--- src/rtl/core/jeo_pkg.sv ---
`timescale 1ns / 1ps
// ----------------------------------------------------------------------------
// jeo_pkg
// Shared constants, state encoding and control structs for the Josephus
// elimination order block.
// ----------------------------------------------------------------------------
package jeo_pkg;

    localparam int MAX_PEOPLE = 64;
    localparam int SEAT_W     = $clog2(MAX_PEOPLE);
    localparam int PERSON_W   = 7;
    localparam int STEP_W     = 8;
    localparam int ITER_W     = $clog2(STEP_W);

    typedef enum logic [2:0] {
        ST_IDLE,
        ST_MOD,
        ST_WALK,
        ST_ELIM,
        ST_SEEK,
        ST_SCAN
    } jeo_state_t;

    // Request to the remainder unit.
    typedef struct packed {
        logic                start;
        logic [STEP_W-1:0]   dividend;
        logic [PERSON_W-1:0] divisor;
    } jeo_mod_req_t;

    // Status from the remainder unit. The remainder is below the divisor,
    // which never exceeds MAX_PEOPLE.
    typedef struct packed {
        logic              done;
        logic [SEAT_W-1:0] remainder;
    } jeo_mod_sts_t;

endpackage

--- src/rtl/core/jeo_mod_unit.sv ---
`timescale 1ns / 1ps
// ----------------------------------------------------------------------------
// jeo_mod_unit
// Restoring remainder unit: one dividend bit per cycle; done pulses for one
// cycle with the remainder valid.
// ----------------------------------------------------------------------------
module jeo_mod_unit
    import jeo_pkg::*;
(
    input  logic         aclk,
    input  logic         aresetn,
    input  jeo_mod_req_t req,
    output jeo_mod_sts_t sts
);

    logic                busy_reg, busy_next;
    logic                done_reg, done_next;
    logic [ITER_W-1:0]   iter_reg, iter_next;
    logic [PERSON_W-1:0] rem_reg, rem_next;
    logic [STEP_W-1:0]   dvd_reg, dvd_next;
    logic [PERSON_W-1:0] div_reg, div_next;
    logic [PERSON_W:0]   trial;

    always_comb begin
        busy_next = busy_reg;
        done_next = 1'b0;
        iter_next = iter_reg;
        rem_next  = rem_reg;
        dvd_next  = dvd_reg;
        div_next  = div_reg;
        trial     = {rem_reg, dvd_reg[STEP_W-1]};
        if (req.start) begin
            busy_next = 1'b1;
            iter_next = ITER_W'(STEP_W - 1);
            rem_next  = '0;
            dvd_next  = req.dividend;
            div_next  = req.divisor;
        end else if (busy_reg) begin
            // The partial remainder stays below the divisor, so the shifted
            // trial value always fits one bit wider than the divisor.
            if (trial >= {1'b0, div_reg}) begin
                rem_next = PERSON_W'(trial - {1'b0, div_reg});
            end else begin
                rem_next = PERSON_W'(trial);
            end
            dvd_next = {dvd_reg[STEP_W-2:0], 1'b0};
            iter_next = iter_reg - ITER_W'(1);
            if (iter_reg == '0) begin
                busy_next = 1'b0;
                done_next = 1'b1;
            end
        end
    end

    always_ff @(posedge aclk) begin
        if (!aresetn) begin
            busy_reg <= 1'b0;
            done_reg <= 1'b0;
            iter_reg <= '0;
        end else begin
            busy_reg <= busy_next;
            done_reg <= done_next;
            iter_reg <= iter_next;
        end
        rem_reg <= rem_next;
        dvd_reg <= dvd_next;
        div_reg <= div_next;
    end

    assign sts.done      = done_reg;
    assign sts.remainder = rem_reg[SEAT_W-1:0];

endmodule

--- src/rtl/core/josephus_elimination_order.sv ---
`timescale 1ns / 1ps
// ----------------------------------------------------------------------------
// josephus_elimination_order
// Each removal waits for the remainder unit, then walks the circle seat by seat.
// Survivors are reported by a scan of one seat per cycle, which holds at a
// survivor while the output register is full.
// Throughput: one start beat per run; s_tready is high only between runs.
// Reset: synchronous, active low; the block returns idle with no result held.
// ----------------------------------------------------------------------------
module josephus_elimination_order
    import jeo_pkg::*;
(
    input  logic        aclk,
    input  logic        aresetn,
    // s_tdata fields, low bit up: people_count[6:0], step_count[14:7],
    // survivor_count[21:15], zero pad [23:22].
    input  logic        s_tvalid,
    output logic        s_tready,
    input  logic [23:0] s_tdata,
    // m_tdata fields, low bit up: person_number[6:0], zero pad [7].
    output logic        m_tvalid,
    input  logic        m_tready,
    output logic [7:0]  m_tdata,
    // m_tuser fields, low bit up: survived[0].
    output logic [0:0]  m_tuser,
    // m_tlast carries last_of_run.
    output logic        m_tlast
);

    jeo_state_t state_reg, state_next;

    // Circle state. The alive mask has one bit per seat, bit p for person p+1.
    logic [MAX_PEOPLE-1:0] alive_reg, alive_next;
    logic [SEAT_W-1:0]     cursor_reg, cursor_next;
    logic [PERSON_W-1:0]   remaining_reg, remaining_next;
    logic [PERSON_W-1:0]   surv_reg, surv_next;
    logic [STEP_W-1:0]     stepm1_reg, stepm1_next;
    logic [SEAT_W-1:0]     walk_reg, walk_next;
    logic [SEAT_W-1:0]     scan_reg, scan_next;
    logic [PERSON_W-1:0]   found_reg, found_next;

    // Output register: one result beat waiting for the sink.
    logic                  out_valid_reg, out_valid_next;
    logic [PERSON_W-1:0]   out_person_reg, out_person_next;
    logic                  out_surv_reg, out_surv_next;
    logic                  out_last_reg, out_last_next;
    logic                  out_free;

    // Start beat fields after clamping.
    logic [PERSON_W-1:0]   in_people, in_surv, n_clamp, s_clamp;
    logic [STEP_W-1:0]     in_step, k_clamp;
    logic                  s_accept;

    logic [SEAT_W-1:0]     cursor_inc;
    logic [PERSON_W-1:0]   remaining_dec;

    jeo_mod_req_t mod_req;
    jeo_mod_sts_t mod_sts;

    jeo_mod_unit u_mod (
        .aclk    (aclk),
        .aresetn (aresetn),
        .req     (mod_req),
        .sts     (mod_sts)
    );

    assign in_people = s_tdata[6:0];
    assign in_step   = s_tdata[14:7];
    assign in_surv   = s_tdata[21:15];

    // A circle of zero counts as one, and the size saturates at the seat count.
    // The survivor count is clamped against the clamped circle size.
    always_comb begin
        if (in_people == '0) begin
            n_clamp = PERSON_W'(1);
        end else if (in_people > PERSON_W'(MAX_PEOPLE)) begin
            n_clamp = PERSON_W'(MAX_PEOPLE);
        end else begin
            n_clamp = in_people;
        end
        k_clamp = (in_step == '0) ? STEP_W'(1) : in_step;
        if (in_surv == '0) begin
            s_clamp = PERSON_W'(1);
        end else if (in_surv > n_clamp) begin
            s_clamp = n_clamp;
        end else begin
            s_clamp = in_surv;
        end
    end

    assign s_tready      = (state_reg == ST_IDLE);
    assign s_accept      = s_tvalid && s_tready;
    assign out_free      = !out_valid_reg || m_tready;
    assign cursor_inc    = cursor_reg + SEAT_W'(1);
    assign remaining_dec = remaining_reg - PERSON_W'(1);

    always_comb begin
        state_next      = state_reg;
        alive_next      = alive_reg;
        cursor_next     = cursor_reg;
        remaining_next  = remaining_reg;
        surv_next       = surv_reg;
        stepm1_next     = stepm1_reg;
        walk_next       = walk_reg;
        scan_next       = scan_reg;
        found_next      = found_reg;
        out_valid_next  = out_valid_reg && !m_tready;
        out_person_next = out_person_reg;
        out_surv_next   = out_surv_reg;
        out_last_next   = out_last_reg;
        mod_req.start    = 1'b0;
        mod_req.dividend = stepm1_reg;
        mod_req.divisor  = remaining_reg;

        unique case (state_reg)
            ST_IDLE: begin
                if (s_accept) begin
                    if (n_clamp == PERSON_W'(MAX_PEOPLE)) begin
                        alive_next = '1;
                    end else begin
                        alive_next = (MAX_PEOPLE'(1) << n_clamp) - MAX_PEOPLE'(1);
                    end
                    remaining_next = n_clamp;
                    surv_next      = s_clamp;
                    stepm1_next    = k_clamp - STEP_W'(1);
                    cursor_next    = '0;
                    scan_next      = '0;
                    found_next     = '0;
                    if (n_clamp > s_clamp) begin
                        // The count begins at person 1; find the offset
                        // of the next removal modulo the live people.
                        mod_req.start    = 1'b1;
                        mod_req.dividend = k_clamp - STEP_W'(1);
                        mod_req.divisor  = n_clamp;
                        state_next       = ST_MOD;
                    end else begin
                        state_next = ST_SCAN;
                    end
                end
            end

            ST_MOD: begin
                if (mod_sts.done) begin
                    walk_next  = mod_sts.remainder;
                    state_next = ST_WALK;
                end
            end

            ST_WALK: begin
                // Step one seat a cycle; only live seats use up the count.
                if (walk_reg == '0) begin
                    state_next = ST_ELIM;
                end else begin
                    cursor_next = cursor_inc;
                    if (alive_reg[cursor_inc]) begin
                        walk_next = walk_reg - SEAT_W'(1);
                    end
                end
            end

            ST_ELIM: begin
                if (out_free) begin
                    out_valid_next  = 1'b1;
                    out_person_next = PERSON_W'(cursor_reg) + PERSON_W'(1);
                    out_surv_next   = 1'b0;
                    // At least one person always survives, so a removal
                    // never closes the run.
                    out_last_next   = 1'b0;
                    alive_next[cursor_reg] = 1'b0;
                    remaining_next  = remaining_dec;
                    cursor_next     = cursor_inc;
                    if (remaining_dec > surv_reg) begin
                        state_next = ST_SEEK;
                    end else begin
                        state_next = ST_SCAN;
                    end
                end
            end

            ST_SEEK: begin
                // Move to the next live seat, where the next count begins.
                if (alive_reg[cursor_reg]) begin
                    mod_req.start = 1'b1;
                    state_next    = ST_MOD;
                end else begin
                    cursor_next = cursor_inc;
                end
            end

            ST_SCAN: begin
                // Survivors go out in seat order; the one that completes
                // the count closes the run.
                if (alive_reg[scan_reg]) begin
                    if (out_free) begin
                        out_valid_next  = 1'b1;
                        out_person_next = PERSON_W'(scan_reg) + PERSON_W'(1);
                        out_surv_next   = 1'b1;
                        out_last_next   = (found_reg + PERSON_W'(1) == remaining_reg);
                        found_next      = found_reg + PERSON_W'(1);
                        scan_next       = scan_reg + SEAT_W'(1);
                        if (found_reg + PERSON_W'(1) == remaining_reg) begin
                            state_next = ST_IDLE;
                        end
                    end
                end else begin
                    scan_next = scan_reg + SEAT_W'(1);
                end
            end

            default: begin
                state_next = ST_IDLE;
            end
        endcase
    end

    always_ff @(posedge aclk) begin
        if (!aresetn) begin
            state_reg     <= ST_IDLE;
            alive_reg     <= '0;
            cursor_reg    <= '0;
            remaining_reg <= '0;
            out_valid_reg <= 1'b0;
        end else begin
            state_reg     <= state_next;
            alive_reg     <= alive_next;
            cursor_reg    <= cursor_next;
            remaining_reg <= remaining_next;
            out_valid_reg <= out_valid_next;
        end
    end

    always_ff @(posedge aclk) begin
        surv_reg       <= surv_next;
        stepm1_reg     <= stepm1_next;
        walk_reg       <= walk_next;
        scan_reg       <= scan_next;
        found_reg      <= found_next;
        out_person_reg <= out_person_next;
        out_surv_reg   <= out_surv_next;
        out_last_reg   <= out_last_next;
    end

    assign m_tvalid = out_valid_reg;
    assign m_tdata  = {1'b0, out_person_reg};
    assign m_tuser  = out_surv_reg;
    assign m_tlast  = out_last_reg;

    // The live count always matches the number of set bits in the mask.
    a_count_matches_mask: assert property (@(posedge aclk) disable iff (!aresetn)
        $countones(alive_reg) == 32'(remaining_reg))
        else $error("live count disagrees with alive mask");

    // A removal only ever takes a live seat.
    a_elim_live_seat: assert property (@(posedge aclk) disable iff (!aresetn)
        (state_reg == ST_ELIM) |-> alive_reg[cursor_reg])
        else $error("removal at a seat that is already empty");

    // Elimination never goes below the survivor count during a run.
    a_not_below_survivors: assert property (@(posedge aclk) disable iff (!aresetn)
        (state_reg != ST_IDLE) |-> (remaining_reg >= surv_reg))
        else $error("live count fell below survivor count");

    // The remainder unit answers only while the sequencer waits for it.
    a_mod_done_in_mod: assert property (@(posedge aclk) disable iff (!aresetn)
        mod_sts.done |-> (state_reg == ST_MOD))
        else $error("remainder result outside of the wait state");

endmodule
--- config.mk ---
export PLATFORM = sky130hd
export DESIGN_NAME = josephus_elimination_order
export DESIGN_NICKNAME = d
export VERILOG_FILES = /design/src/rtl/core/jeo_pkg.sv /design/src/rtl/core/jeo_mod_unit.sv /design/src/rtl/core/josephus_elimination_order.sv
export SDC_FILE = /design/constraint.sdc
export NUM_CORES = 1
export LEC_CHECK = 0
export BUFFER_PORTS_ARGS = -buffer_cell sky130_fd_sc_hd__buf_2
export CAP_MARGIN = 20
export CORE_MARGIN = 2
export CORE_UTILIZATION = 45
export DETAILED_ROUTE_END_ITERATION = 8
export HOLD_SLACK_MARGIN = 0.15
export PLACE_DENSITY = 0.62
export SLEW_MARGIN = 5
export SYNTH_ARGS = -nofsm -noshare
export SYNTH_HDL_FRONTEND = slang
export SYNTH_SLANG_ARGS = --single-unit
--- constraint.sdc ---
create_clock -name aclk -period 7.5 [get_ports aclk]
set_input_delay 1.5 -clock aclk [delete_from_list [all_inputs] [get_ports aclk]]
set_output_delay 1.5 -clock aclk [all_outputs]
set_load 0.005 [all_outputs]
# Yosys cells after proc, flatten, opt, wreduce, memory -nomap -nowiden
# Index checks and enable logic that the tools add are counted.
classes:
  add_sub_neg: 11
  magnitude_cmp: 9
  eq_ne: 19
  shifts: 1
  muxes: 75
  bitwise_logic: 4
  n_reduce_logical: 27
ops:
  columns: ["op", "count"]
  rows:
  - ["$mux 64", 3]
  - ["$pmux 64 s2", 1]
  - ["$mux 7", 13]
  - ["$and 64x64->64", 1]
  - ["$not 64->64", 1]
  - ["$shl 1x7->64 const A", 1]
  - ["$sub 64x2->64 const B", 1]
  - ["$mux 6", 9]
  - ["$pmux 7 s2", 3]
  - ["$mux 3", 11]
  - ["$mux 16", 2]
  - ["$mux 8", 3]
  - ["$pmux 6 s2", 2]
  - ["$pmux 6 s4", 1]
  - ["$gt 7x7->1", 3]
  - ["$lt 6x7->1 const B", 3]
  - ["$bmux 1 s6", 3]
  - ["$ne 2x2->1 const B", 9]
  - ["$pmux 3 s6", 1]
  - ["$mux 1", 17]
  - ["$mux 15", 1]
  - ["$add 6x1->7 const B", 2]
  - ["$logic_not 7->1", 2]
  - ["$add 6x1->6 const B", 2]
  - ["33 further kinds", 51]
totals:
  ff_bits: 151
  input_bits: 28
  out_inout_bits: 12
  elab_cells: 165

# Logic depth before layout (Yosys ltp)
depth:
  depth_word: 11
  mapped_depth: 23

# Cells and area by module
# A second synthesis with hierarchy kept.
hier_totals:
  hier_cells: 1427
  area_unflattened_um2: 12032.8
modules_own_cells:
  columns: ["module", "instances", "cells_per_inst", "area_each_um2", "seq_area_each_um2"]
  rows:
  - ["josephus_elimination_order", 1, 1274, 10457.5, 2912.8]
  - ["jeo_mod_unit", 1, 153, 1575.3, 690.7]

# Least setup slack after synthesis
# OpenSTA, ideal clock, no wires.
synth_path:
  path_type: "input-to-reg"
  from: "in s_tdata[4]"
  to: "reg u_mod.dvd_reg[0], enable pin"
  setup_time_ps: 328
  arrival_ps: 5758
  setup_slack_ps: 1414
  stages: 20
  path_cell_list: "clkbuf_1 -> nor4_2 -> a21oi_1 -> nor2_1 -> ha_1 -> nor2b_1 -> o21ai_0 -> a21oi_1 -> a211oi_1 -> o21bai_1 -> mux2i_1 -> or2_2 -> ha_1 -> nor2b_1 -> o21a_1 -> o21a_1 -> o21bai_1 -> a211oi_1 -> clkbuf_1 -> or3_1"
synth_between:
  elab_chain_len: 11
  elab_cells_between_ends: 12
synth_rtl:
  columns: ["item", "line", "source"]
  rows:
  - ["from (decl)", "josephus_elimination_order.sv:19", "input logic [23:0] s_tdata,"]
  - ["$gt 7x7->1", "josephus_elimination_order.sv:76", "end else if (in_people > PERSON_W'(MAX_PEOPLE)) begin"]
  - ["$mux 7", "josephus_elimination_order.sv:76", null]
  - ["$mux 7 *", "josephus_elimination_order.sv:74", "if (in_people == '0) begin"]
  - ["$gt 7x7->1", "josephus_elimination_order.sv:84", "end else if (in_surv > n_clamp) begin"]
  - ["$mux 7", "josephus_elimination_order.sv:84", null]
  - ["$mux 7", "josephus_elimination_order.sv:82", "if (in_surv == '0) begin"]
  - ["$gt 7x7->1 *", "josephus_elimination_order.sv:129", "if (n_clamp > s_clamp) begin"]
  - ["$mux 16 *", "josephus_elimination_order.sv:129", null]
  - ["$mux 16 *", "josephus_elimination_order.sv:117", "if (s_accept) begin"]
  - ["$pmux 1 s2 *", "josephus_elimination_order.sv:115", "unique case (state_reg)"]
  - ["$reduce_bool 2->1 (no line) *", null, null]
  - ["to (signal assigned)", "jeo_mod_unit.sv:66", "dvd_reg <= dvd_next;"]
  - ["to (decl)", "jeo_mod_unit.sv:20", "logic [STEP_W-1:0] dvd_reg, dvd_next;"]
# Mark *: on every way between the ends. The rest lies on a longest branch, timed or not.
# A chain may end at the register's enable or synchronous reset.

# Worst setup path in the final report
layout_path:
  from: "in s_tdata[2]"
  to: "reg u_mod.dvd_reg[4], enable pin"
# The elaborated chain is that of the path after synthesis.

==> flow_summary.yaml <==
outcome:
  status: "finished, final reports clean"
yosys:
  syn_area_per_cell_um2: 8.55
  synthesis.nets: 1415
  synthCells: 1347
  async_flop_share_pct: 0
  ys.flop_type: "dfxtp_1"
  synth_warnings: 0
  yosysSeqAreaShare_pct: 31.3
  synth_seq_cells: 151
  yosys.cell_types.count: 84
  synth_edf_count: 58
  synth_area_um2: 11500
timing:
  slew_viol_final: 0
  setup_viol: 0
  relSlewSlack_pct: 23.0
  worst_pin_slew_ps: 1150
  fmax_mhz: 159
  hold_viol_final: 0
  fin_worst_skew_ps: 14.6
  tns_ps: 0
  grt_setup_unrepaired: "no"
  finalWorstSetupSlack_ps: 1210
  finalCriticalPeriod_ps: 6290
  period_share_pct: 83.8
min_path:
  hold_class: "reg -> reg"
drt:
  vias: 10700
  drt_pass1_iterations: 6
  drc: 0
  drt_iter0_drc: 1314
  drt.antenna.violating_nets: 0
  vias_per_cell: 6.40
  routed_wl_mm: 36.2
  wl_per_cell_um: 21.8
clock_network:
  clkLatencyLatePin_ps: 450
  root_buffer: "clkbuf_16"
  htree_levels: 4
  cts_buffers: 17
  path_clk_slew_ps: 70
  tritoncts: "built"
  cts_max_path_buffers: 2
  clock-sinks: 151
  cts_hold_buf: 0
  cts_setup_buffers: 0
  cts_resized: 0
finish:
  stdcell_area_um2: 12500
  multi_input_area_um2: 7240
  drive_gt1_share_pct: 13.7
  num-fill-cells: 2438
  area_growth_pct: 8.32
  largest_reg_flops: 64
  register_area_um2: 3610
  nNetsFinal: 1389
  n_antenna_cell: 0
setup_path:
  critPathKind: "in -> reg"
  start_kind: "input port"
  crit_arrival_ps: 6420
  worst_setup_path_end_kind: "flop"
  crit_fanout: 35
  required_ps: 7640
pwr:
  ir_worst_vdd_v: 0.000178
  power_density_nw_per_um2: 297
  p_leak_nw: 4.53
place:
  dp_slack_ps: 866
  gp_congestion: 0.945
  post_dp_cell_area_um2: 11800
  portBuffers: 36
  dp_hpwl_mm: 25.3
global_routing:
  grt_first_pass_wirelength_mm: 57.2
  grt_usage_pct: 27.7
  antenna_found_initial: 0
  grt_pass1_vias: 9821
  grt_overflow: 0
  grt_max_degree: 62
die:
  core-area_um2: 25200
  die_x_um: 164
  io_pins: 40
  die_h_um: 164
  rows: 58
  dieArea_um2: 26900
  start_util_pct: 45.7
job:
  max_cap_viol_count: 0
-- layout by cell type, fill, tap and decap left out, drive strengths merged, types with 5 or more instances in the layout --
master	count
o21a	22
xnor2	25
a211oi	14
o211ai	10
o22ai	9
buf	66
nor4	11
nand3	34
nor2	127
ha	39
a31oi	8
nor3	34
xor2	39
nand4	10
or3	7
clkbuf	17
o21ai	117
or2	12
a21o	9
nor2b	18
a22oi	10
nand2b	17
nand3b	11
a21oi	109
inv	56
dfxtp	93
a2bb2oi	5
nand2	123
a221oi	15
mux4	42
mux2i	47
mux2	12
edfxtp	58
a21boi	5
o21bai	6
o31ai	7
and3b	5
-- critical path, cell delays in order --
cell and delay, ps:
buf_2 300, nor4_2 570, a21oi_1 250, nor2_1 140, buf_4 170, ha_1 150, nor2b_1 40, o21ai_0 150
a21oi_1 90, a211oi_1 330, o21bai_1 410, mux2i_1 180, or2_2 310, ha_1 300, nor2b_1 130, o21a_1 160
o21a_1 170, o21bai_1 210, a211oi_2 110, buf_4 240, or3_1 510
-- metal layers --
| metal | track usage, % | wire length, µm |
|---|---|---|
| met5 | 0 | 0 |
| met4 | 9.37 | 1060 |
| met3 | 4.95 | 3460 |
| met2 | 39.8 | 15300 |
| met1 | 41.7 | 16400 |
-- layout make-up --
type,count,area share [%]
clock buffer,17,3.41
clock inverter,15,1.43
inverter,49,1.47
multi-input combinational,1036,58.1
sequential,151,28.9
tap,330,3.31
timing repair buffer,66,3.39
-- synthesized netlist by cell type (12+ instances only) --
master / count / area [µm²]
a21oi_1: 109 / 546
a221oi_1: 15 / 131
buf_1: 12 / 45.0
buf_2: 15 / 75.1
clkbuf_1: 73 / 274
dfxtp_1: 93 / 1860
edfxtp_1: 58 / 1740
ha_1: 39 / 488
inv_1: 46 / 173
mux2i_1: 47 / 470
mux4_2: 42 / 946
nand2_1: 123 / 462
nand2b_1: 17 / 106
nand3_1: 34 / 170
nor2_1: 127 / 477
nor2b_1: 18 / 113
nor3_1: 33 / 165
o21a_1: 22 / 165
o21ai_0: 113 / 566
xnor2_1: 25 / 219
xor2_1: 39 / 342
-- stage by stage --
stage          util, %  hold WS, ps  total power (W)  cells
6_report          49.5          505          0.00370   1664
3_5_place_dp      47.0          490          0.00278   1631
3_3_place_gp      47.0          488          0.00274   1630
2_1_floorplan        -          461          0.00238   1347
5_1_grt           49.5          526          0.00391   1664
4_1_cts           49.4          502          0.00367   1663
-- final timing paths --
path	startpoint	to	slack, ps	cells after the start
max	s_tdata[2]	u_mod.dvd_reg[4]	1210	21
min	alive_reg[23]	alive_reg[23]	510	2
max reg2reg	cursor_reg[0]	u_mod.div_reg[6]	3290	8
min reg2reg	alive_reg[23]	alive_reg[23]	510	2
-- cells by family after synthesis --
family | synth area share (%)
adder cells (fa/ha/maj) | 4.41
AO/OA/AOI/OAI | 21.5
multiplexers | 13.5
flip-flops | 31.3
AND/OR/NAND/NOR | 18.4
other | 0.0652
XOR/XNOR | 4.87
buffers and inverters | 5.94
-- power breakdown --
| part | internal (W) | total, W | switching, W |
|---|---|---|---|
| Combinational | 0.000645 | 0.00146 | 0.000819 |
| Clock | 0.000504 | 0.000899 | 0.000395 |
| Sequential | 0.00110 | 0.00134 | 0.000242 |
Power figures use the tool's default switching activity.
